### src/hw/rtl/rls_instantaneous_frequency_core_assert.svh
// Assertion macros for the instantaneous frequency core.
// Each macro expects clk and arst_n in scope.
`ifndef RLS_INSTANTANEOUS_FREQUENCY_CORE_ASSERT_SVH
`define RLS_INSTANTANEOUS_FREQUENCY_CORE_ASSERT_SVH

// Condition must never hold.
`define RIF_ASSERT_NEVER(lbl, cond) \
	lbl: assert property (@(posedge clk) disable iff (!arst_n) !(cond)) \
		else $error("rif: forbidden condition seen");

// Antecedent implies consequent in the following cycle.
`define RIF_ASSERT_NEXT(lbl, ante, cons) \
	lbl: assert property (@(posedge clk) disable iff (!arst_n) (ante) |=> (cons)) \
		else $error("rif: next-cycle check failed");

`endif

### src/hw/rtl/rif_pkg.sv
package rif_pkg;

	localparam int SAMPLE_W = 16;
	localparam int COEF_W   = 41;
	localparam int GAIN_W   = 38;
	localparam int FF_W     = 17;
	localparam int FREQ_W   = 15;
	localparam int CORDIC_STEPS = 20;
	localparam int QDEPTH   = 4;
	localparam int QPTR_W   = 2;

	typedef enum logic [0:0] {
		ITEM_LOAD   = 1'b0,
		ITEM_UPDATE = 1'b1
	} item_kind_t;

	// Work item handed from the front to the update engine
	typedef struct packed {
		item_kind_t                  kind;
		logic signed [SAMPLE_W-1:0]  y_re;
		logic signed [SAMPLE_W-1:0]  y_im;
		logic signed [SAMPLE_W-1:0]  x_re;
		logic signed [SAMPLE_W-1:0]  x_im;
	} q_entry_t;

	// Updated coefficient handed to the angle unit
	typedef struct packed {
		logic signed [COEF_W-1:0] coeff_re;
		logic signed [COEF_W-1:0] coeff_im;
		logic                     saturated;
	} coeff_req_t;

	// Arctangent of 2^-k in units of 2^-24 turn
	function automatic logic [21:0] atan_unit(input logic [4:0] k);
		logic [21:0] v;
		case (k)
			5'd0:  v = 22'd2097152;
			5'd1:  v = 22'd1238021;
			5'd2:  v = 22'd654136;
			5'd3:  v = 22'd332050;
			5'd4:  v = 22'd166669;
			5'd5:  v = 22'd83416;
			5'd6:  v = 22'd41718;
			5'd7:  v = 22'd20860;
			5'd8:  v = 22'd10430;
			5'd9:  v = 22'd5215;
			5'd10: v = 22'd2608;
			5'd11: v = 22'd1304;
			5'd12: v = 22'd652;
			5'd13: v = 22'd326;
			5'd14: v = 22'd163;
			5'd15: v = 22'd81;
			5'd16: v = 22'd41;
			5'd17: v = 22'd20;
			5'd18: v = 22'd10;
			5'd19: v = 22'd5;
			default: v = 22'd0;
		endcase
		return v;
	endfunction

endpackage

### src/hw/rtl/rif_queue.sv
module rif_queue (
	input  logic              clk,
	input  logic              arst_n,
	input  logic              push,
	input  rif_pkg::q_entry_t push_data,
	output logic              full,
	input  logic              pop,
	output rif_pkg::q_entry_t pop_data,
	output logic              empty
);
	import rif_pkg::*;

	q_entry_t          slot_q [QDEPTH];
	logic [QPTR_W-1:0] wr_ptr_q;
	logic [QPTR_W-1:0] rd_ptr_q;
	logic [QPTR_W:0]   count_q;

	assign full     = (count_q == (QPTR_W+1)'(QDEPTH));
	assign empty    = (count_q == '0);
	assign pop_data = slot_q[rd_ptr_q];

	// Advance pointers and fill level
	always_ff @(posedge clk or negedge arst_n) begin
		if (!arst_n) begin
			wr_ptr_q <= '0;
			rd_ptr_q <= '0;
			count_q  <= '0;
		end else begin
			if (push) wr_ptr_q <= wr_ptr_q + 1'b1;
			if (pop)  rd_ptr_q <= rd_ptr_q + 1'b1;
			if (push && !pop)      count_q <= count_q + 1'b1;
			else if (pop && !push) count_q <= count_q - 1'b1;
		end
	end

	always_ff @(posedge clk) begin
		if (push) slot_q[wr_ptr_q] <= push_data;
	end

endmodule

### config.mk
export PLATFORM = sky130hd
export DESIGN_NAME = rif_queue
export DESIGN_NICKNAME = d
export VERILOG_FILES = /design/src/hw/rtl/rls_instantaneous_frequency_core_assert.svh /design/src/hw/rtl/rif_pkg.sv /design/src/hw/rtl/rif_queue.sv
export SDC_FILE = /design/constraint.sdc
export NUM_CORES = 1
export LEC_CHECK = 0
export BUFFER_PORTS_ARGS = -buffer_cell sky130_fd_sc_hd__buf_2
export CORE_ASPECT_RATIO = 1.4
export CORE_UTILIZATION = 57
export DETAILED_ROUTE_END_ITERATION = 12
export PLACE_DENSITY = 0.79
export SYNTH_ARGS = -nofsm -noshare
export SYNTH_HDL_FRONTEND = slang
export SYNTH_SLANG_ARGS = --single-unit
### constraint.sdc
create_clock -name clk -period 3.3 [get_ports clk]
set_input_delay 0.33 -clock clk [delete_from_list [all_inputs] [get_ports clk]]
set_output_delay 0.33 -clock clk [all_outputs]
set_load 0.02 [all_outputs]
[After elaboration in Yosys (flattened, before gate mapping)]
Memories as Yosys holds them, arrays and structs flattened.
Cells that the tools add are included.
Word-level totals
  bits in registers: 7
  bits in writable memories: 260
  input port bits: 69
  output and inout bits: 67
  logic and storage cells: 19
  memories kept: 1
Cells by class
  add/sub/neg operators: 4
  equal/unequal tests: 1
  mux-type cells: 4
  reduce and logical (&&, ||, !) cells: 6
Memory list
  slot_q: depth 4, bits a word 65, rd ports 1, clocked after memory_dff 0, wr ports 1, RTL line rif_queue.sv:13  | q_entry_t slot_q [QDEPTH];
Operators with widths (number)
  two-way mux 3 bit: 2
  adder 2 x 1 -> 2 bit, second input constant: 2
  adder 3 x 1 -> 3 bit, second input constant: 1
  equality test 3 bit, second input constant: 1
  zero test 3 bit: 1
  subtractor 3 x 1 -> 3 bit, second input constant: 1
  logical AND 1 bit: 2
  zero test 1 bit: 2
  two-way mux 1 bit: 2
  nonzero test 2 bit: 1

[Depth between registers and ports, before layout]
  depth in word-level cells: 4
  mapped depth: 7
  depth with buffers taken out: 7

[Worst setup path after synthesis]
Ideal clock, no wire load.
  path type: reg2reg
  from: register wr_ptr_q[0]
  to: memory slot_q[2][0] in the netlist's numbering (enable)
  setup time: 0.430 ns
  data arrival time: 2.143 ns
  required time: 2.870 ns
  path slack: 0.727 ns
  stages on the path, launching flop included: 4
  buffers on the path: 0
  period minus slack after synthesis: 2.573 ns
  path through: dfrtp_1 -> inv_1 -> ha_1 -> and2_1
RTL lines
  start: declaration: RTL line rif_queue.sv:14  | logic [QPTR_W-1:0] wr_ptr_q;
  start signal: assignment: RTL line rif_queue.sv:29  | if (push) wr_ptr_q <= wr_ptr_q + 1'b1;
  end: declaration: RTL line rif_queue.sv:13
No word-level cell before the write port.

==> flow_metrics.tcl <==
set metrics [dict create \
    pin_count 136 \
    antenna_found_initial 3 \
    post_synth.cell_area_avg_um2 26.2 \
    place.gp.congestion 0.708 \
    syn_area_mm2 0.00981 \
    die_w_um 113 \
    yosysUniqueCellTypes 20 \
    cts_sinks 267 \
    fin_crit_ns 2.77 \
    dr_total_vias 4257 \
    power_per_cell_area_mw_per_mm2 916 \
    place_hpwl_um 9450 \
    cts_tree "yes" \
    fmax_mhz 361 \
    maxCapViolCount 0 \
    netlist_instances 374 \
    die_area_mm2 0.0177 \
    seq_power_share_pct 46.7 \
    critPathArrivalTime_ns 2.44 \
    grt_pass1_vias 4495 \
    path_clk_slew_ns 0.06 \
    clock_latency_ns 0.51 \
    fin_setup_tns_ns 0 \
    grt_max_degree 67 \
    core_area_mm2 0.0168 \
    start_util_pct 58.3 \
    routedWlPerCell_um 22.5 \
    tightest_slew_ns 0.991 \
    comb_power_share_pct 29.0 \
    p_leak_nw 3.90 \
    synth_top_area_cell "edfxtp_1" \
    rsz0062_at_grt "false" \
    first_pass_iters 4 \
    yosysWarningCount 0 \
    gr-total-overflow 0 \
    hold_path.class "input pin to register" \
    via_per_inst 5.72 \
    routed_wirelength_um 16700 \
    post-route-period-util_pct 84.0 \
    cts_buffer_depth 3 \
    swShare_pct 31.3 \
    max_stage_delay_ns 0.70 \
    grt_use_total_pct 19.3 \
    ys_ff_latch 267 \
    syn-num-nets 449 \
    worst_ir_drop_vdd_uv 793 \
    crit_fanout 48 \
    endpoint_kind "output port" \
    synth_top_cell_area_share_pct 79.6 \
    worstPathRequired_ns 2.97 \
    outcome "complete, no violations" \
    synthTopCellsByArea "edfxtp_1 (80%), mux4_2 (15%), dfrtp_1 (1.8%), buf_12 (0.82%), ha_1 (0.64%)" \
    drtIter0Drc 301 \
    h-tree-depth 1 \
    syn2layout_area_growth_pct 15.7 \
    crit_chain "buf_12 > mux4_2 > buf_2" \
    cts_resized 0 \
    final_util_pct 67.5 \
    clock_skew_ns 0.00567 \
    slowest_stage "dfrtp_4" \
    hold_buffers 1 \
    numPortBuffers 135 \
    relSlewSlack_pct 33.9 \
    ant_nets 0 \
    p_int_mw 7.14 \
    rows 56 \
    hold_viol 0 \
    start_kind "register" \
    grt_first_pass_wirelength_um 25200 \
    fp.dieH_um 157 \
    clkPwrFrac_pct 24.3 \
    post_cts_buffers 0 \
    cts_buffers 24 \
    power.switching_mw 3.25 \
    ys_seq_area_share_pct 81.4 \
    cp_num_buf_inv 2 \
    maxSlewViolCount 0 \
    crit_type "register to output port" \
    critical_path.top_delay_family "flip-flops" \
    drc 0 \
    fillers 1068 \
    fin_nets 597 \
    setup_viol 0 \
    cts-root-buf "clkbuf_16" \
    drive_above_1_share_pct 44.9 \
]
synthesized netlist by cell type (all sizes together):
cell type	n
xnor2	2
nor3b	1
o21ai	1
dfrtp	7
nor2	1
and2	4
clkbuf	2
nand2	2
nor3	1
xor2	4
ha	5
mux2	1
inv	4
fa	1
buf	13
edfxtp	260
mux4	65
per-layer routing:
metal | share of wire [%] | GRT usage [%] | vias to the layer above
met3 | 4.6 | 3.81 | 35
met2 | 52 | 33.1 | 113
li1 | - | - | 1894
met1 | 40 | 24.6 | 2215
met5 | 0 | 0 | -
met4 | 3.0 | 7.83 | 0
cells by family after synthesis:
group                    share of synthesized area [%]
multiplexers                                      15.0
XOR/XNOR                                         0.536
adder cells (fa/ha/maj)                          0.842
AND/OR/NAND/NOR                                  0.497
buffers and inverters                             1.65
AO/OA/AOI/OAI                                   0.0510
flip-flops                                        81.4
worst paths after layout:
check / start / end / slack [ns] / cells past startpoint
max in group asynchronous: arst_n / rd_ptr_q[1] / 2.95 / 2
worst min register to register: count_q[2] / count_q[2] / 0.51 / 1
min in group asynchronous: arst_n / rd_ptr_q[0] / 0.18 / 2
worst min-delay path: push_data[54] / slot_q[2][54] / 0.03 / 1
worst max-delay path: rd_ptr_q[0] / pop_data[39] / 0.53 / 3
worst max register to register: wr_ptr_q[1] / slot_q[0][56] / 1.42 / 3
cell type report:
cell class	instances	area (µm²)	area share (%)
multi-input cells	88	1670	14.8
well taps	203	254	2.24
repair buffers	137	706	6.22
inverters	4	15.0	0.132
diodes	4	10.0	0.0882
clock inverters	9	47.5	0.419
flip-flops and latches	267	7990	70.4
clock buffers	32	652	5.74
state kept, by name (all words and copies together), names as in the netlist:
register / count
slot_q: 260
wr_ptr_q: 2
count_q: 3
rd_ptr_q: 2
placed cells by master (no fill, tap or decap), drive strengths merged:
cell,count
and2,4
buf,136
clkbuf,32
clkinv,8
dfrtp,7
diode,4
dlygate4sd3,1
edfxtp,260
fa,1
ha,5
inv,5
mux2,1
mux4,65
nand2,2
nor2,1
nor3,1
nor3b,1
o21ai,1
xnor2,2
xor2,4
power groups by stage:
stage	clock [mW]	sequential (mW)	combinational (mW)
after floorplan	0	4.64	2.47
after global placement	0	4.88	3.05
after detailed placement	0	4.95	3.07
after CTS	2.57	4.88	3.08
after global routing	2.69	4.93	3.23
final	2.52	4.86	3.01
metrics by stage:
stage / instance area [µm²] / setup WS (ns) / cells / hold slack [ns] / total power, mW
floorplan: 9810 / 0.727 / 374 / 0.0344 / 7.11
CTS: 11300 / 0.455 / 740 / 0.0138 / 10.5
global placement: 10600 / 1.02 / 698 / 0.168 / 7.93
detailed placement: 10600 / 1.00 / 698 / 0.174 / 8.02
global route: 11300 / 0.347 / 742 / 0.0158 / 10.9
finish: 11300 / 0.528 / 744 / 0.0316 / 10.4
(Power assumes the default switching activity.)
