[config.mk]
export PLATFORM = sky130hd
export DESIGN_NAME = rif_cordic
export DESIGN_NICKNAME = d
export VERILOG_FILES = /design/src/hw/rtl/rls_instantaneous_frequency_core_assert.svh /design/src/hw/rtl/rif_pkg.sv /design/src/hw/rtl/rif_cordic.sv
export SDC_FILE = /design/constraint.sdc
export NUM_CORES = 1
export LEC_CHECK = 0
export BUFFER_PORTS_ARGS = -buffer_cell sky130_fd_sc_hd__buf_2
export CORE_ASPECT_RATIO = 1.1
export CORE_MARGIN = 1.5
export CORE_UTILIZATION = 38
export CTS_CLUSTER_SIZE = 10
export DETAILED_ROUTE_END_ITERATION = 8
export HOLD_SLACK_MARGIN = 0.05
export PLACE_DENSITY = 0.59
export SLEW_MARGIN = 15
export SYNTH_ARGS = -nofsm -noshare
export SYNTH_HDL_FRONTEND = slang
export SYNTH_SLANG_ARGS = --single-unit
[constraint.sdc]
create_clock -name clk -period 12.7 [get_ports clk]
set_clock_uncertainty 0.15 [all_clocks]
set_input_delay 0.635 -clock clk [delete_from_list [all_inputs] [get_ports clk]]
set_output_delay 0.635 -clock clk [all_outputs]
set_load 0.02 [all_outputs]
[src/hw/rtl/rls_instantaneous_frequency_core_assert.svh]
// Assertion macros for the instantaneous frequency core.
// Each macro expects clk and arst_n in scope.
`ifndef RLS_INSTANTANEOUS_FREQUENCY_CORE_ASSERT_SVH
`define RLS_INSTANTANEOUS_FREQUENCY_CORE_ASSERT_SVH

// Condition must never hold.
`define RIF_ASSERT_NEVER(lbl, cond) \
	lbl: assert property (@(posedge clk) disable iff (!arst_n) !(cond)) \
		else $error("rif: forbidden condition seen");

// Antecedent implies consequent in the following cycle.
`define RIF_ASSERT_NEXT(lbl, ante, cons) \
	lbl: assert property (@(posedge clk) disable iff (!arst_n) (ante) |=> (cons)) \
		else $error("rif: next-cycle check failed");

`endif

[src/hw/rtl/rif_pkg.sv]
package rif_pkg;

	localparam int SAMPLE_W = 16;
	localparam int COEF_W   = 41;
	localparam int GAIN_W   = 38;
	localparam int FF_W     = 17;
	localparam int FREQ_W   = 15;
	localparam int CORDIC_STEPS = 20;
	localparam int QDEPTH   = 4;
	localparam int QPTR_W   = 2;

	typedef enum logic [0:0] {
		ITEM_LOAD   = 1'b0,
		ITEM_UPDATE = 1'b1
	} item_kind_t;

	// Work item handed from the front to the update engine
	typedef struct packed {
		item_kind_t                  kind;
		logic signed [SAMPLE_W-1:0]  y_re;
		logic signed [SAMPLE_W-1:0]  y_im;
		logic signed [SAMPLE_W-1:0]  x_re;
		logic signed [SAMPLE_W-1:0]  x_im;
	} q_entry_t;

	// Updated coefficient handed to the angle unit
	typedef struct packed {
		logic signed [COEF_W-1:0] coeff_re;
		logic signed [COEF_W-1:0] coeff_im;
		logic                     saturated;
	} coeff_req_t;

	// Arctangent of 2^-k in units of 2^-24 turn
	function automatic logic [21:0] atan_unit(input logic [4:0] k);
		logic [21:0] v;
		case (k)
			5'd0:  v = 22'd2097152;
			5'd1:  v = 22'd1238021;
			5'd2:  v = 22'd654136;
			5'd3:  v = 22'd332050;
			5'd4:  v = 22'd166669;
			5'd5:  v = 22'd83416;
			5'd6:  v = 22'd41718;
			5'd7:  v = 22'd20860;
			5'd8:  v = 22'd10430;
			5'd9:  v = 22'd5215;
			5'd10: v = 22'd2608;
			5'd11: v = 22'd1304;
			5'd12: v = 22'd652;
			5'd13: v = 22'd326;
			5'd14: v = 22'd163;
			5'd15: v = 22'd81;
			5'd16: v = 22'd41;
			5'd17: v = 22'd20;
			5'd18: v = 22'd10;
			5'd19: v = 22'd5;
			default: v = 22'd0;
		endcase
		return v;
	endfunction

endpackage

[src/hw/rtl/rif_cordic.sv]
module rif_cordic (
	input  logic                clk,
	input  logic                arst_n,
	input  logic                c_valid,
	output logic                c_ready,
	input  rif_pkg::coeff_req_t c_req,
	output logic                m_tvalid,
	input  logic                m_tready,
	output logic [15:0]         m_tdata,   // [14:0] frequency, [15] zero
	output logic                m_tuser    // [0] saturated
);
	import rif_pkg::*;

	localparam logic [FREQ_W-1:0] FREQ_QUARTER = FREQ_W'(16384);

	typedef enum logic [2:0] {
		C_IDLE = 3'b001,
		C_RUN  = 3'b010,
		C_DONE = 3'b100
	} cstate_t;

	cstate_t            state_q;
	logic [4:0]         k_q;
	logic signed [43:0] xv_q, yv_q;
	logic signed [24:0] z_q;
	logic [FREQ_W-1:0]  res_q;
	logic               res_sat_q;
	logic               out_valid_q;
	logic [FREQ_W-1:0]  out_freq_q;
	logic               out_sat_q;

	logic signed [43:0] xn, yn;
	logic signed [24:0] zn, ang;
	logic               out_load;

	assign c_ready  = (state_q == C_IDLE);
	assign out_load = (state_q == C_DONE) && (!out_valid_q || m_tready);
	assign m_tvalid = out_valid_q;
	assign m_tdata  = {1'b0, out_freq_q};
	assign m_tuser  = out_sat_q;

	// Rotate toward the real axis by one micro-angle
	always_comb begin
		ang = $signed({3'b000, atan_unit(k_q)});
		if (!yv_q[43]) begin
			xn = xv_q + (yv_q >>> k_q);
			yn = yv_q - (xv_q >>> k_q);
			zn = z_q + ang;
		end else begin
			xn = xv_q - (yv_q >>> k_q);
			yn = yv_q + (xv_q >>> k_q);
			zn = z_q - ang;
		end
	end

	// Iterate the vectoring loop
	always_ff @(posedge clk or negedge arst_n) begin
		if (!arst_n) begin
			state_q <= C_IDLE;
			k_q     <= '0;
		end else begin
			case (state_q)
				C_IDLE: begin
					if (c_valid) begin
						k_q     <= '0;
						state_q <= (c_req.coeff_re == '0) ? C_DONE : C_RUN;
					end
				end
				C_RUN: begin
					if (k_q == 5'(CORDIC_STEPS - 1)) state_q <= C_DONE;
					else k_q <= k_q + 1'b1;
				end
				C_DONE: begin
					if (out_load) state_q <= C_IDLE;
				end
				default: state_q <= C_IDLE;
			endcase
		end
	end

	always_ff @(posedge clk) begin
		if (c_ready && c_valid) begin
			res_sat_q <= c_req.saturated;
			z_q       <= '0;
			if (c_req.coeff_re == '0) begin
				res_q <= (c_req.coeff_im != '0) ? FREQ_QUARTER : '0;
			end
			if (c_req.coeff_re[COEF_W-1]) begin
				xv_q <= -44'(c_req.coeff_re);
				yv_q <= -44'(c_req.coeff_im);
			end else begin
				xv_q <= 44'(c_req.coeff_re);
				yv_q <= 44'(c_req.coeff_im);
			end
		end else if (state_q == C_RUN) begin
			xv_q <= xn;
			yv_q <= yn;
			z_q  <= zn;
			if (k_q == 5'(CORDIC_STEPS - 1)) res_q <= zn[22:8];
		end
	end

	// Output register: hold until taken
	always_ff @(posedge clk or negedge arst_n) begin
		if (!arst_n) begin
			out_valid_q <= 1'b0;
		end else if (out_load) begin
			out_valid_q <= 1'b1;
		end else if (m_tready) begin
			out_valid_q <= 1'b0;
		end
	end

	always_ff @(posedge clk) begin
		if (out_load) begin
			out_freq_q <= res_q;
			out_sat_q  <= res_sat_q;
		end
	end

endmodule

After elaboration in Yosys (flattened, before gate mapping)
Memory sizes are Yosys's and may differ from the RTL's.
Cells that the tools add are included.
Widths: inputs -> output; s select.
{"block": "word_totals", "ff_bits": 154, "rom_bits": 704, "elab_cells": 68, "n_memories": 1}
{"block": "classes", "add_sub_neg": 9, "n_eq_ne": 9, "shifts": 2, "n_mux": 24, "n_reduce_logical": 13}
{"memory": "(no name shown)", "words": 32, "word_bits": 22, "rd": 1, "rd_ports_with_merged_regs": 0, "write_ports": 0, "line_no": "rif_pkg.sv:36", "text": "case (k)"}
{"operator": "$mux 44", "n": 8}
{"operator": "$add 44x44->44", "n": 2}
{"operator": "$neg 41->44", "n": 2}
{"operator": "$sshr 44x5->44", "n": 2}
{"operator": "$sub 44x44->44", "n": 2}
{"operator": "$mux 15", "n": 5}
{"operator": "$logic_not 41->1", "n": 1}
{"operator": "$reduce_bool 41->1", "n": 1}
{"operator": "$add 25x23->25", "n": 1}
{"operator": "$mux 25", "n": 1}
{"operator": "$sub 25x23->25", "n": 1}
{"operator": "$mux 3", "n": 4}
{"operator": "$mux 5", "n": 2}
{"operator": "$ne 2x2->1 const B", "n": 5}
{"operator": "$pmux 5 s2", "n": 1}
{"operator": "$pmux 3 s3", "n": 1}
{"operator": "$reduce_and 3->1", "n": 3}
{"operator": "$reduce_bool 2->1", "n": 4}
{"operator": "$add 5x1->5 const B", "n": 1}
{"operator": "$eq 5x5->1 const B", "n": 1}
{"operator": "$eq 3x1->1 const B", "n": 1}
{"operator": "$eq 3x2->1 const B", "n": 1}
{"operator": "$eq 3x3->1 const B", "n": 1}
{"operator": "$logic_and 1x1->1", "n": 2}
{"operator": "other kinds (3)", "n": 4}

Depth between registers and ports, before layout
An unclocked memory read counts as a cell.
{"block": "depth", "word_depth": 6, "depth_mapped": 28, "mapped_depth_nobuf": 22}

Least setup slack after synthesis
Ideal clock, no wire load.
{"block": "synth_timing", "path_type": "flip-flop to flip-flop", "from": "reg k_q[0]", "to": "reg yv_q[42], data pin", "setup_ns": 0.270, "arrival_time_ns": 5.957, "setup_slack_ns": 6.323, "path_stages_with_launch": 27, "synth_period_minus_slack_ns": 6.377, "cell_sequence": "dfrtp_1 > buf_6 > buf_12 > buf_6 > buf_12 > buf_6 > buf_6 > mux2_2 > o22ai_1 > nor3_1 > nor3_2 > ha_1 > inv_1 > nor3_1 > and3_1 > a41oi_1 > xor2_1 > ha_1 > a21o_1 > a211o_1 > a221oi_1 > o31ai_1 > a311o_1 > a31o_2 > o41ai_1 > xor2_1 > a21oi_1"}
{"block": "synth_between", "elab_chain_cells": 5, "word_cells_on_any_way": 6, "classes_between": "add/sub (2); shift (1); mux (3)"}
{"element": "start, declared", "line_no": "rif_cordic.sv:23", "text": "logic [4:0] k_q;"}
{"element": "start signal, assigned", "line_no": "rif_cordic.sv:71", "text": "else k_q <= k_q + 1'b1;"}
{"element": "$sshr 44x5->44 (*)", "line_no": "rif_cordic.sv:47, rif_cordic.sv:51"}
{"element": "$sub 44x44->44 / $add 44x44->44 (equally long branches)", "line_no": "rif_cordic.sv:47, rif_cordic.sv:51"}
{"element": "$mux 44 (*)", "line_no": "rif_cordic.sv:45", "text": "if (!yv_q[43]) begin"}
{"element": "$mux 44 (*)", "line_no": "rif_cordic.sv:95", "text": "end else if (state_q == C_RUN) begin"}
{"element": "$mux 44 (*)", "line_no": "rif_cordic.sv:82", "text": "if (c_ready && c_valid) begin"}
{"element": "end signal, assigned", "line_no": "rif_cordic.sv:90", "text": "yv_q <= -44'(c_req.coeff_im);"}
{"element": "end signal, assigned", "line_no": "rif_cordic.sv:93", "text": "yv_q <= 44'(c_req.coeff_im);"}
{"element": "end signal, assigned", "line_no": "rif_cordic.sv:97", "text": "yv_q <= yn;"}
{"element": "end, declared", "line_no": "rif_cordic.sv:24", "text": "logic signed [43:0] xv_q, yv_q;"}
Mark *: on every way between the ends. The rest lies on a longest branch, timed or not. The select of a mux whose other input is x is not followed.
A chain may end at the register's enable or synchronous reset.

Final worst setup path
{"block": "layout_timing", "from": "reg k_q[2]", "to": "reg xv_q[40], data pin"}
{"block": "layout_between", "elab_chain_cells": 5, "word_cells_on_any_way": 6, "classes_between": "add/sub (2); shift (1); mux (3)"}
{"element": "$sshr 44x5->44 (*)", "line_no": "rif_cordic.sv:46, rif_cordic.sv:50"}
{"element": "$add 44x44->44 / $sub 44x44->44 (equally long branches)", "line_no": "rif_cordic.sv:46, rif_cordic.sv:50"}
{"element": "$mux 44 (*)", "line_no": "rif_cordic.sv:45"}
{"element": "$mux 44 (*)", "line_no": "rif_cordic.sv:95"}
{"element": "$mux 44 (*)", "line_no": "rif_cordic.sv:82"}
{"element": "end signal, assigned", "line_no": "rif_cordic.sv:89", "text": "xv_q <= -44'(c_req.coeff_re);"}
{"element": "end signal, assigned", "line_no": "rif_cordic.sv:92", "text": "xv_q <= 44'(c_req.coeff_re);"}
{"element": "end signal, assigned", "line_no": "rif_cordic.sv:96", "text": "xv_q <= xn;"}
{"element": "end, declared", "line_no": "rif_cordic.sv:24"}
Marked as above.

==> impl_results.md <==
* WS Path Type: reg -> reg
* Mean Syn Cell Area at 8.58 um2
* Gpl congestion at 1.10
* Setup crit end kind: flop
* Clock buffer depth at 2
* 1st-iter DRT viols at 2226
* Worst hold endpoint: res_sat_q
* Initial antenna violation count at 4
* Max Clk Rate at 113 MHz
* CTS tree: built
* Ports at 106
* Port-buffer cells at 104
* Post-synth top cells: nor2_1, nand2_1, a21oi_1, o21ai_0, xnor2_1
* Met2 Track Usage GR at 44.9%
* Hpwl dp at 64400 um
* Clock period minus worst slack at 8.82 ns
* Final nets at 2882
* CTS Buf Count at 17
* Die Area at 0.0618 mm2
* Hold Crit Start: c_req[0]
* Grt ovf at 0
* Drt total wl at 85200 um
* GRT met3 Usage at 4.32%
* Via Count at 22200
* First-pass detailed-route iteration total at 6
* M1 GR Usage at 33.6%
* Mapped Cells at 2670
* Hold Crit Class: in -> reg
* DP Cell Count at 3410
* CTS Root Cell: clkbuf_16
* Final ANT Viol Nets at 0
* Via density at 6.44
* Worst-margin pin slew at 1.14 ns
* Total GRT Usage at 27.1%
* Share of layout cells above drive strength 1 at 14.5%
* Clock sink count at 152
* Max-cap violation count at 0
* Post-synth EDFFs at 120
* Final setup fails at 0
* Most common cell in the netlist: nor2_1
* Synthesized area at 0.0229 mm2
* Pins Over Slew Limit at 0
* CP Max Fanout at 82
* Synth cell types at 112
* Clock Latency Late Sink at 0.52 ns
* CP required at 12.79 ns
* Vias in the first global route at 20600
* Row count at 94
* CP Launch Type: flop
* Share of flip-flops with an asynchronous set or reset at 5.92%
* Reg-to-reg slack, setup at 3.88 ns
* Tcrit/Tclk final at 69.5%
* Worst hold path depth at 1
* DRC viols at 0
* Largest net degree at the start of global routing at 85
* Die height at 260 um
* RSZ-0062 raised after global routing: no
* Register area share after synthesis at 18.7%
* Setup TNS at 0 ns
* Clock-pin transition on the worst setup and hold timing paths at 0.09 ns
* Die Width at 237 um
* Initial Util at 38.3%
* Crit Reg-Reg Endpoint: xv_q[40]
* Post-synthesis register bit count at 152
* Slew HR at 23.3%
* Wire per inst at 24.7 um
* Top_reg_cell synth: edfxtp_1
* Top cells by area, synth: edfxtp_1, mux4_2, ha_1
* Synth top area share at 15.7%
* H-tree levels at 4
* Run status: finished, final reports clean
* Syn nets at 2890
* Largest area contributor in the netlist: edfxtp_1
* Data arrival, critical path at 8.92 ns
* Register-to-Register Path Depth at 21
* RR Startpoint: k_q[2]
* Yosys warns at 0
* Placeable Area at 0.0597 mm2
* Global-route wire length before repair at 127000 um
* Fin cells at 3444
* Synth-to-Final Area Change at 6.15%
* Final hold violation count at 0
* Grt peak-use layer: met2
* Setup Fix Bufs, Post-CTS at 0
## layout make-up
class / instances / area [um2]
Fill cell: 6016 / 35400
Multi-Input combinational cell: 2286 / 17400
Sequential cell: 152 / 4310
Tap cell: 768 / 961
Timing Repair Buffer: 135 / 756
Clock buffer: 17 / 425
Inverter: 70 / 267
Clock inverter: 15 / 201
Antenna cell: 1 / 2.50
## logic make-up (layout without fill, tap and decap cells)
family,Yosys count,count (layout),share of synthesized area (%)
other,1,2,0.0164
DFF,152,152,18.7
muxes,252,252,17.7
xor gates and xnor gates,253,253,9.73
buffers and inverters,232,237,5.38
and+or+nand+nor,846,846,18.2
adders and majority gates,133,133,7.36
AOI/OAI and AO/OA,801,801,22.9
## repair_timing
item,CTS,global route
hold endpoints to repair,9,0
resized for setup,0,0
hold buffers,1,0
## critical path, cell delays in order (launching register included)
cell	delay (ns)
dfrtp_4	1.12
buf_4	0.72
mux4_2	0.44
a222oi_1	1.00
o32ai_1	0.39
nand4bb_1	0.43
or3_1	0.50
nor4_4	0.44
and3_1	0.36
nand2_1	0.10
xor2_1	0.16
a22o_1	0.19
ha_1	0.36
a21o_1	0.20
a21o_1	0.18
a21o_1	0.19
or3b_2	0.46
o211a_1	0.24
o21a_1	0.22
a311oi_1	0.37
xor2_1	0.19
o22ai_1	0.09
## worst max-delay path by stage
stage	startpoint	endpoint	slack, ns	depth (start not counted)
after floorplan	k_q[0]	yv_q[42]	6.32	26
after global placement	k_q[2]	xv_q[40]	4.08	21
after detailed placement	k_q[2]	xv_q[42]	4.10	21
after CTS	k_q[2]	xv_q[40]	4.04	21
after global routing	k_q[2]	xv_q[40]	3.61	21
final	k_q[2]	xv_q[40]	3.88	21
## metrics by stage
step | util (%) | instance area [um2] | setup WS [ns] | hold WS (ns)
after CTS | 40.7 | 24300 | 4.04 | 0.109
after floorplan | - | 22900 | 6.32 | 0.189
after global placement | 39.6 | 23700 | 4.08 | 0.251
after global routing | 40.7 | 24300 | 3.61 | 0.124
after detailed placement | 39.6 | 23700 | 4.10 | 0.255
final | 40.7 | 24300 | 3.88 | 0.146
## flip-flops by register name (all words and copies together) (netlist names), 3 cells and up
register and count:
res_q 15, yv_q 44, xv_q 44, k_q 5, z_q 23, state_q 3
out_freq_q 15
## placed cells by master, fill, tap and decap left out, types with 21 or more instances in the layout
master / count
mux2i_1: 84
inv_1: 66
nor2_1: 243
a21oi_1: 201
nand2b_1: 29
ha_1: 130
o21ai_0: 175
xor2_1: 101
a31oi_1: 39
dfxtp_1: 23
mux2_2: 60
mux4_2: 79
o22ai_1: 42
nand2_1: 229
mux4_1: 29
and3_1: 21
buf_4: 30
or2_2: 23
buf_2: 104
o21a_1: 21
nor2b_1: 26
a211oi_1: 21
a21o_1: 57
nand3_1: 59
nor3_1: 71
edfxtp_1: 120
o31ai_1: 35
xnor2_1: 151
## per-layer routing
| layer | wire length (um) | vias up |
|---|---|---|
| met5 | 13 | - |
| met4 | 4600 | 2 |
| met3 | 5630 | 223 |
| met2 | 40100 | 1011 |
| met1 | 34800 | 10800 |
| li1 | - | 10200 |
Power is not shown: default switching activity piles up to over one toggle a cycle in this logic, so the estimate is an artifact.
