`config.mk`:
```
export PLATFORM = sky130hd
export DESIGN_NAME = rif_front
export DESIGN_NICKNAME = d
export VERILOG_FILES = /design/src/hw/rtl/rls_instantaneous_frequency_core_assert.svh /design/src/hw/rtl/rif_pkg.sv /design/src/hw/rtl/rif_front.sv
export SDC_FILE = /design/constraint.sdc
export NUM_CORES = 1
export LEC_CHECK = 0
export CORE_MARGIN = 2
export CORE_UTILIZATION = 52
export DETAILED_ROUTE_END_ITERATION = 10
export DONT_BUFFER_PORTS = 1
export PLACE_DENSITY = 0.67
export SLEW_MARGIN = 10
export SYNTH_ARGS = -nofsm -noshare
export SYNTH_HDL_FRONTEND = slang
export SYNTH_SLANG_ARGS = --single-unit
```
`constraint.sdc`:
```
create_clock -name clk -period 1.94 [get_ports clk]
set_clock_uncertainty 0.15 [all_clocks]
set_input_delay 0.097 -clock clk [delete_from_list [all_inputs] [get_ports clk]]
set_output_delay 0.097 -clock clk [all_outputs]
set_load 0.03 [all_outputs]
```
`src/hw/rtl/rls_instantaneous_frequency_core_assert.svh`:
```
// Assertion macros for the instantaneous frequency core.
// Each macro expects clk and arst_n in scope.
`ifndef RLS_INSTANTANEOUS_FREQUENCY_CORE_ASSERT_SVH
`define RLS_INSTANTANEOUS_FREQUENCY_CORE_ASSERT_SVH

// Condition must never hold.
`define RIF_ASSERT_NEVER(lbl, cond) \
	lbl: assert property (@(posedge clk) disable iff (!arst_n) !(cond)) \
		else $error("rif: forbidden condition seen");

// Antecedent implies consequent in the following cycle.
`define RIF_ASSERT_NEXT(lbl, ante, cons) \
	lbl: assert property (@(posedge clk) disable iff (!arst_n) (ante) |=> (cons)) \
		else $error("rif: next-cycle check failed");

`endif

```
`src/hw/rtl/rif_pkg.sv`:
```
package rif_pkg;

	localparam int SAMPLE_W = 16;
	localparam int COEF_W   = 41;
	localparam int GAIN_W   = 38;
	localparam int FF_W     = 17;
	localparam int FREQ_W   = 15;
	localparam int CORDIC_STEPS = 20;
	localparam int QDEPTH   = 4;
	localparam int QPTR_W   = 2;

	typedef enum logic [0:0] {
		ITEM_LOAD   = 1'b0,
		ITEM_UPDATE = 1'b1
	} item_kind_t;

	// Work item handed from the front to the update engine
	typedef struct packed {
		item_kind_t                  kind;
		logic signed [SAMPLE_W-1:0]  y_re;
		logic signed [SAMPLE_W-1:0]  y_im;
		logic signed [SAMPLE_W-1:0]  x_re;
		logic signed [SAMPLE_W-1:0]  x_im;
	} q_entry_t;

	// Updated coefficient handed to the angle unit
	typedef struct packed {
		logic signed [COEF_W-1:0] coeff_re;
		logic signed [COEF_W-1:0] coeff_im;
		logic                     saturated;
	} coeff_req_t;

	// Arctangent of 2^-k in units of 2^-24 turn
	function automatic logic [21:0] atan_unit(input logic [4:0] k);
		logic [21:0] v;
		case (k)
			5'd0:  v = 22'd2097152;
			5'd1:  v = 22'd1238021;
			5'd2:  v = 22'd654136;
			5'd3:  v = 22'd332050;
			5'd4:  v = 22'd166669;
			5'd5:  v = 22'd83416;
			5'd6:  v = 22'd41718;
			5'd7:  v = 22'd20860;
			5'd8:  v = 22'd10430;
			5'd9:  v = 22'd5215;
			5'd10: v = 22'd2608;
			5'd11: v = 22'd1304;
			5'd12: v = 22'd652;
			5'd13: v = 22'd326;
			5'd14: v = 22'd163;
			5'd15: v = 22'd81;
			5'd16: v = 22'd41;
			5'd17: v = 22'd20;
			5'd18: v = 22'd10;
			5'd19: v = 22'd5;
			default: v = 22'd0;
		endcase
		return v;
	endfunction

endpackage

```
`src/hw/rtl/rif_front.sv`:
```
module rif_front (
	input  logic              clk,
	input  logic              arst_n,
	input  logic              s_tvalid,
	output logic              s_tready,
	input  logic [31:0]       s_tdata,   // [15:0] sample_re, [31:16] sample_im
	input  logic              s_tuser,   // [0] first
	input  logic              q_full,
	output logic              q_push,
	output rif_pkg::q_entry_t q_data
);
	import rif_pkg::*;

	typedef enum logic [2:0] {
		PH_NONE   = 3'b001,
		PH_LOADED = 3'b010,
		PH_HELD   = 3'b100
	} phase_t;

	phase_t                     phase_q;
	logic signed [SAMPLE_W-1:0] prev_re_q;
	logic signed [SAMPLE_W-1:0] prev_im_q;
	logic                       accept;
	logic                       restart;

	assign s_tready = !q_full;
	assign accept   = s_tvalid && s_tready;
	assign restart  = s_tuser || (phase_q == PH_NONE);

	// Classify the request: restart loads, held sample updates
	always_comb begin
		q_data.kind = restart ? ITEM_LOAD : ITEM_UPDATE;
		q_data.y_re = $signed(s_tdata[15:0]);
		q_data.y_im = $signed(s_tdata[31:16]);
		q_data.x_re = prev_re_q;
		q_data.x_im = prev_im_q;
		q_push      = accept && (restart || (phase_q == PH_HELD));
	end

	// Advance the signal phase
	always_ff @(posedge clk or negedge arst_n) begin
		if (!arst_n) begin
			phase_q <= PH_NONE;
		end else if (accept) begin
			phase_q <= restart ? PH_LOADED : PH_HELD;
		end
	end

	// Hold the last sample as predictor input
	always_ff @(posedge clk) begin
		if (accept && !restart) begin
			prev_re_q <= $signed(s_tdata[15:0]);
			prev_im_q <= $signed(s_tdata[31:16]);
		end
	end

endmodule

```
Word level (Yosys, flattened, before mapping)
Cells that the tools add are included.
{ "totals": {"ff_bits": 35, "inputBits": 37, "output_inout_bits": 67, "elab_cells": 14} }
{ "classes": {"n_eq_ne": 2, "n_mux": 2, "reduce_logical": 7} }
{ "ops": {"columns": ["cell", "count"], "rows": [
  ["$eq A3 B1 Y1 const B", 1],
  ["$eq A3 B3 Y1 const B", 1],
  ["$logic_and A1 B1 Y1", 3],
  ["$mux W3", 1],
  ["$logic_not A1 Y1", 2],
  ["$logic_or A1 B1 Y1", 2],
  ["$mux W1", 1]
]} }

Logic depth before layout (Yosys ltp)
Gate-level depths: netlist of the first run.
{ "depth": {"depth_word": 4, "mapped_depth": 3, "mapped_depth_nobuf": 3} }

Least setup slack after synthesis of the first run
No wires, ideal clock.
{ "synth_path": {"kind": "reg-to-reg", "startpoint": "reg phase_q[1]", "endpoint": "reg prev_im_q[0], enable pin", "setup_ns": 0.340, "t_arrival_ns": 1.029, "t_required_ns": 1.450, "path_slack_ns": 0.421, "path_stages_with_launch": 4, "path_buffers": 0, "synth_period_minus_slack_ns": 1.519, "cell_sequence": "dfrtp_1 nand2b_4 o21ba_4 and2_4"} }
{ "synth_between": {"elab_chain_len": 4} }
{ "synth_rtl": {"columns": ["element", "line_no", "rtl"], "rows": [
  ["from (decl)", "rif_front.sv:20", "phase_t phase_q;"],
  ["from (signal assigned)", "rif_front.sv:45", "phase_q <= restart ? PH_LOADED : PH_HELD;"],
  ["$eq A3 B1 Y1", "rif_front.sv:28", "assign restart = s_tuser || (phase_q == PH_NONE);"],
  ["$logic_or A1 B1 Y1", "rif_front.sv:28", null],
  ["$logic_not A1 Y1", "rif_front.sv:51", "if (accept && !restart) begin"],
  ["$logic_and A1 B1 Y1", "rif_front.sv:51", null],
  ["to (signal assigned)", "rif_front.sv:53", "prev_im_q <= $signed(s_tdata[31:16]);"],
  ["to (decl)", "rif_front.sv:22", "logic signed [SAMPLE_W-1:0] prev_im_q;"]
]} }
Every way passes these cells.
A chain may end at the register's enable or synchronous reset.

Worst setup path after layout of the first run
{ "layout_path": {"startpoint": "reg phase_q[0]", "endpoint": "reg phase_q[2]"} }
{ "layout_between": {"elab_chain_len": 3} }
{ "layout_rtl": {"columns": ["element", "line_no"], "rows": [
  ["$eq A3 B1 Y1", "rif_front.sv:28"],
  ["$logic_or A1 B1 Y1", "rif_front.sv:28"],
  ["$mux W3", "rif_front.sv:45"]
]} }
Every way passes these cells.

==> results of run 1 <==
-- how the worst max path moves through the flow --
| stage | startpoint | endpoint | slack (ps) | cells past startpoint |
|---|---|---|---|---|
| 6_report | phase_q[0] | phase_q[2] | 260 | 4 |
| 5_1_grt | phase_q[1] | prev_im_q[1] | 200 | 3 |
| 4_1_cts | phase_q[1] | prev_re_q[2] | 260 | 3 |
| 3_5_place_dp | phase_q[1] | prev_re_q[7] | 270 | 3 |
| 3_3_place_gp | phase_q[1] | prev_im_q[7] | 330 | 3 |
| 2_1_floorplan | phase_q[1] | prev_im_q[0] | 420 | 3 |
-- per-layer routing --
| metal | vias up | routed length [um] | part of all wire, % |
|---|---|---|---|
| li1 | 271 | - | - |
| met1 | 295 | 762 | 35 |
| met2 | 56 | 1150 | 52 |
| met3 | 4 | 256 | 12 |
| met4 | 0 | 29 | 1.3 |
| met5 | - | 0 | 0 |
-- layout make-up --
type	instances	area, um^2	share of cell area, %
sequential	35	1037	64.41
timing repair buffer	38	380.4	23.62
multi-input combinational	12	101.3	6.294
clock buffer	7	45.04	2.797
tap	30	37.54	2.331
clock inverter	1	5.005	0.3108
inverter	1	3.754	0.2331
-- state kept, by name, summed over array words and instances (netlist names) --
register	flops
prev_im_q	16
prev_re_q	16
phase_q	3
-- layout by cell type, fill, tap and decap left out, types with 2 or more instances in the layout --
master,Yosys,final
sky130_fd_sc_hd__nor2_1,2,2
sky130_fd_sc_hd__dlygate4sd3_1,0,38
sky130_fd_sc_hd__dfrtp_1,2,2
sky130_fd_sc_hd__a21oi_1,2,2
sky130_fd_sc_hd__clkbuf_1,0,2
sky130_fd_sc_hd__clkbuf_4,0,5
sky130_fd_sc_hd__edfxtp_1,32,32
-- synth_stat cells, drive strengths merged --
cell,n
o21ba,1
edfxtp,32
a21oi,3
inv,1
o21a,1
nor2b,2
xnor2,1
nand2b,1
buf,32
dfrtp,2
and2,1
dfstp,1
nor2,2
-- where the power goes --
| part | leakage (uW) | internal [uW] | total [uW] | switching [uW] |
|---|---|---|---|---|
| registers | 0.000326 | 853 | 901 | 47.9 |
| logic | 0.000205 | 66.5 | 105 | 38.7 |
| clock network | 0.0000293 | 141 | 355 | 214 |
| total | 0.000561 | 1060 | 1360 | 300 |
-- worst reg2reg max path, delay by kind of cell, from the launching register on --
kind	cells	cell delay [ps]
AND/OR/NAND/NOR	1	60
AO/OA/AOI/OAI	2	210
flip-flops	1	580
buffers and inverters	1	560
-- cell families (layout without fill, tap and decap cells) --
logic type,Yosys count,count (layout),synth area share (%)
xor+xnor,1,1,0.6336
simple gates,6,6,3.620
buf+inv,33,47,17.65
flops,35,35,75.02
compound gates,5,5,3.078
-- stage by stage --
stage | hold WS (ps) | area [um^2] | instances | total power [uW]
floorplan | -348.6 | 1383 | 80 | 1072
global placement | -348.5 | 1180 | 78 | 954.5
detailed placement | -348.5 | 1180 | 78 | 957.7
CTS | 44.21 | 1610 | 124 | 1381
global route | 44.03 | 1610 | 124 | 1417
finish | 44.01 | 1610 | 124 | 1361
==> impl_results.rst, run 1 <==
.. list-table::
   :header-rows: 1

   * - Metric
     - Value
   * - Antenna Nets Post-Route
     - 0
   * - Routed wire length per instance
     - 17.73 um
   * - Post-CTS setup buffers
     - 0
   * - Total clock buffers created by CTS
     - 5
   * - Overflow left after global routing
     - 0
   * - Max-slew headroom
     - 72.51%
   * - Worst reg2reg endpoint
     - phase_q[2]
   * - Hold path cells
     - 0
   * - Violation count after the first detailed-route iteration
     - 10
   * - Pre-CTS setup slack
     - 270.0 ps
   * - Syn avg cell area
     - 17.28 um^2
   * - Number of global-route vias before repair
     - 689
   * - Worst Tran Pin Value
     - 412.4 ps
   * - Initial core utilization
     - 55.31%
   * - IO Port Bufs
     - 0
   * - Type of the most critical hold path
     - in2out
   * - Post-route DRC
     - 0
   * - Hold path startpoint
     - s_tdata[17]
   * - Post-synthesis cell type with the largest combined area
     - sky130_fd_sc_hd__edfxtp_1
   * - Core occupancy in the finished layout
     - 64.41%
   * - Count of boundary I/O pins
     - 104
   * - Synth Cell Area
     - 0.001383 mm^2
   * - Core region area
     - 0.002500 mm^2
   * - Dominant cells by area after synthesis
     - sky130_fd_sc_hd__edfxtp_1 70%, sky130_fd_sc_hd__buf_4 17%, sky130_fd_sc_hd__dfrtp_1 3.6%, sky130_fd_sc_hd__dfstp_2 1.9%, sky130_fd_sc_hd__o21ba_4 1.2%
   * - Outcome
     - finished clean
   * - Hold worst-path end
     - q_data[33]
   * - Worst-case vdd ir drop
     - 0.5614 mV
   * - Clock Sink Count
     - 35
   * - Final worst-path cycle share
     - 86.74%
   * - Number of setup violations in the final report
     - 0
   * - Overall die width
     - 55.57 um
   * - Power density over the cells
     - 845.2 mW/mm^2
   * - All-layer global routing usage
     - 14.29%
   * - Peak per-stage delay on the critical path
     - 580 ps
   * - Setup repair after global routing missed its margin
     - no
   * - Initial antenna violation count
     - 0
   * - Crit Path Max Fanout
     - 3
   * - Worst-skew pair later-pin latency
     - 320 ps
   * - Category of the critical setup timing path
     - reg2reg
   * - Post-layout worst setup margin
     - 257.3 ps
   * - Maximum operating frequency
     - 594.3 MHz
   * - Fraction of final layout cells with drive strength greater than 1
     - 12.77%
   * - Max Transition Viols Final
     - 0
   * - GP Congestion
     - 0.5765
   * - Global routing usage on met2
     - 25.34%
   * - Post-synth cell types
     - 15
   * - Clock tree from TritonCTS
     - done
   * - Final antenna diode count
     - 0
   * - Clock slew at the register clock pins of the worst setup and hold paths
     - 90 ps
   * - Category of the worst setup path launch point
     - flip-flop
   * - Post_cts resized
     - 0
   * - Cell count after synthesis
     - 80
   * - Setup total negative slack
     - 0 ps
   * - Pin count of the biggest net entering global routing
     - 33
   * - Startpoint of the most critical register-to-register path
     - phase_q[0]
   * - Top cell type's share of synthesized area
     - 69.50%
   * - Number of nets in the layout
     - 130
   * - Required time reported for the critical path endpoint
     - 2000 ps
   * - Total length of routed wires
     - 2.198 mm
   * - Global-route layer with the greatest usage
     - met2
   * - Cell at the slowest stage of the critical path
     - sky130_fd_sc_hd__dfstp_2
   * - Fill count
     - 175
   * - Detailed-routing iteration count for the pre-antenna-repair pass
     - 5
   * - CP delay by family, top
     - flip-flops
   * - Chip Height
     - 55.57 um
   * - Via density per instance
     - 5.048
   * - Maximum level of the CTS H-tree
     - 2
   * - Flip-flop and latch count after synthesis
     - 35
   * - Wire length of the first global-routing pass
     - 3.229 mm
   * - Standard-cell row count
     - 18
   * - FF-to-FF path depth
     - 4
   * - Leakage
     - 0.0005607 uW
   * - Crit-path most repeated cell
     - sky130_fd_sc_hd__a21oi_1
   * - Max-cap violations
     - 0
   * - Growth of design area from synthesis to finish
     - 16.47%
   * - Cell Chain, Critical Path
     - nand2b_4 > a21oi_1 > a21oi_1 > dlygate4sd3_1
   * - Hold buffer count at CTS
     - 38
   * - Count of synthesis-stage warnings from yosys
     - 0
   * - GRT met1 Usage
     - 13.36%
   * - Combined buffer and inverter count along the critical path
     - 1
   * - Deepest clock path buffer count
     - 2
   * - CTS Root Cell
     - sky130_fd_sc_hd__clkbuf_4
   * - Fin crit period
     - 1683 ps
   * - Endpoint type of the worst setup path
     - flip-flop
   * - Critical Path AT
     - 1740 ps
   * - Sequential fraction of the synthesis area
     - 75.02%
   * - Vias
     - 626
   * - Syn nets
     - 117
   * - GR met3 Demand/Resource
     - 6.323%
   * - R2R Setup Slk
     - 260 ps
   * - Final number of hold-violating endpoints
     - 0
   * - Die area
     - 0.003087 mm^2
Power figures use the tool's default switching activity.
==> run 2: changes to the inputs <==
--- a/config.mk
+++ b/config.mk
@@ -9,7 +9,7 @@
 export CORE_UTILIZATION = 52
 export DETAILED_ROUTE_END_ITERATION = 10
 export DONT_BUFFER_PORTS = 1
-export PLACE_DENSITY = 0.67
+export PLACE_DENSITY = 0.65
 export SLEW_MARGIN = 10
 export SYNTH_ARGS = -nofsm -noshare
 export SYNTH_HDL_FRONTEND = slang
==> impl_results.rst, run 2 (synthesis gave the netlist of run 1 again) <==
.. list-table::
   :header-rows: 1

   * - Metric
     - Value
   * - GP Congestion
     - 0.5784 (+0.33%)
   * - Max Transition Viols Final
     - 0 (unchanged)
   * - Setup total negative slack
     - 0 ps (unchanged)
   * - Maximum operating frequency
     - 606.0 MHz (+2.0%)
   * - Core region area
     - 0.002500 mm^2 (unchanged)
   * - Post-CTS setup buffers
     - 0 (unchanged)
   * - Clock Sink Count
     - 35 (unchanged)
   * - Wire length of the first global-routing pass
     - 3.243 mm (+0.43%)
   * - Number of setup violations in the final report
     - 0 (unchanged)
   * - Vias
     - 618 (-1.3%)
   * - Initial antenna violation count
     - 0 (unchanged)
   * - CTS Root Cell
     - sky130_fd_sc_hd__clkbuf_4
   * - Leakage
     - 0.0005607 uW (unchanged)
   * - Overflow left after global routing
     - 0 (unchanged)
   * - Via density per instance
     - 4.984 (-1.3%)
   * - Critical Path AT
     - 1480 ps (-260 ps)
   * - Detailed-routing iteration count for the pre-antenna-repair pass
     - 3 (-2)
   * - Power density over the cells
     - 842.9 mW/mm^2 (-0.27%)
   * - Worst-skew pair later-pin latency
     - 320 ps (about the same)
   * - Standard-cell row count
     - 18 (unchanged)
   * - Post-route total power
     - 1357 uW (-0.27%)
   * - Category of the worst setup path launch point
     - flip-flop
   * - Number of nets in the layout
     - 130 (unchanged)
   * - Pre-CTS setup slack
     - 284.0 ps (+14.03 ps)
   * - Type of the most critical hold path
     - in2out
   * - Initial core utilization
     - 55.31% (unchanged)
   * - Endpoint type of the worst setup path
     - flip-flop
   * - Antenna Nets Post-Route
     - 0 (unchanged)
   * - Required time reported for the critical path endpoint
     - 1770 ps (-230 ps)
   * - Final worst-path cycle share
     - 85.06% (-1.7 points)
   * - Total length of routed wires
     - 2.181 mm (-0.77%)
   * - Setup repair after global routing missed its margin
     - no
   * - Post-layout worst setup margin
     - 289.8 ps (+32.52 ps)
   * - Clock slew at the register clock pins of the worst setup and hold paths
     - 90 ps (about the same)
   * - Chip Height
     - 55.57 um (unchanged)
   * - Worst-case vdd ir drop
     - 0.6167 mV (+9.8%)
   * - Category of the critical setup timing path
     - reg2reg
   * - Growth of design area from synthesis to finish
     - 16.47% (unchanged)
   * - All-layer global routing usage
     - 14.83% (+0.54 points)
   * - Routed wire length per instance
     - 17.59 um (-0.77%)
   * - Most common cell after layout, fill and taps aside
     - sky130_fd_sc_hd__dlygate4sd3_1
   * - Fraction of final layout cells with drive strength greater than 1
     - 12.77% (unchanged)
   * - Die area
     - 0.003087 mm^2 (unchanged)
   * - Outcome
     - finished clean
   * - IO Port Bufs
     - 0 (unchanged)
   * - Commonest cells after routing, fill and taps aside
     - 38 x sky130_fd_sc_hd__dlygate4sd3_1, 32 x sky130_fd_sc_hd__edfxtp_1, 5 x sky130_fd_sc_hd__clkbuf_4
   * - Post-route DRC
     - 0 (unchanged)
   * - Overall die width
     - 55.57 um (unchanged)
   * - Violation count after the first detailed-route iteration
     - 3 (-7)
   * - Fin crit period
     - 1650 ps (-32.52 ps)
   * - Number of global-route vias before repair
     - 629 (-8.7%)
   * - Clock tree from TritonCTS
     - done
   * - Worst Tran Pin Value
     - 407.9 ps (-4.508 ps)
   * - Max-cap violations
     - 0 (unchanged)
   * - Count of boundary I/O pins
     - 104 (unchanged)
   * - Crit Path Max Fanout
     - 32 (+29)
   * - Final number of hold-violating endpoints
     - 0 (unchanged)
   * - Final antenna diode count
     - 0 (unchanged)
   * - Deepest clock path buffer count
     - 2 (unchanged)
   * - Maximum level of the CTS H-tree
     - 2 (unchanged)
   * - Pin count of the biggest net entering global routing
     - 33 (unchanged)
   * - Registers with the highest flip-flop counts
     - prev_im_q (16), prev_re_q (16), phase_q (3)
   * - Max-slew headroom
     - 72.81% (+0.30 points)
   * - Total clock buffers created by CTS
     - 5 (unchanged)
==> run 2: final cells by class <==
class	instances	area, um^2
well taps	30	37.54
clock inverters	1	5.005
multi-input cells	12	101.3
flip-flops and latches	35	1037
inverters	1	3.754
repair buffers	38	380.4
clock buffers	7	45.04
fillers	199	889.6
==> run 2: per-layer routing <==
| layer | track usage, % | up-vias | part of all wire [%] |
|---|---|---|---|
| li1 | - | 271 | - |
| met2 | 24.32 | 53 | 51 |
| met1 | 14.74 | 288 | 34 |
| met5 | 0 | - | 0 |
| met4 | 8.362 | 0 | 2.4 |
| met3 | 8.197 | 6 | 12 |
==> run 2: path summary, 6_finish.rpt <==
kind                            cells past startpoint  slack, ps      endpoint        from
worst max-delay path                                3        290  prev_im_q[4]  phase_q[1]
worst min-delay path                                0         40    q_data[53]  s_tdata[5]
worst max register to register                      3        290  prev_im_q[4]  phase_q[1]
worst min register to register                      1        370    phase_q[0]  phase_q[0]
max in group asynchronous                           2       1000    phase_q[0]      arst_n
min in group asynchronous                           2        410    phase_q[1]      arst_n
==> run 2: worst max-delay path, stage by stage (launching register included) <==
cell and delay, ps:
sky130_fd_sc_hd__dfrtp_1 380, sky130_fd_sc_hd__nand2b_4 140, sky130_fd_sc_hd__o21ba_4 210, sky130_fd_sc_hd__and2_4 430
==> run 2: what timing repair did <==
item,in CTS,in global routing
hold buffers,38,0
resized for setup,0,0
hold endpoints to repair,38,0
==> run 2: per-stage QoR <==
stage	hold slack [ps]	area (um^2)	util, %	cells
global route	44.03	1610	64.41	124
finish	44.01	1610	64.41	124
floorplan	-348.6	1383	-	80
detailed placement	-348.5	1180	47.20	78
global placement	-348.5	1180	47.20	78
CTS	44.21	1610	64.41	124
==> run 2: power breakdown <==
part | switching, uW | total, uW | internal, uW | leakage, uW
Clock | 211 | 352 | 141 | 0.0000293
Sequential | 47.9 | 901 | 853 | 0.000326
Combinational | 37.8 | 104 | 66.5 | 0.000205
Total | 297 | 1360 | 1060 | 0.000561
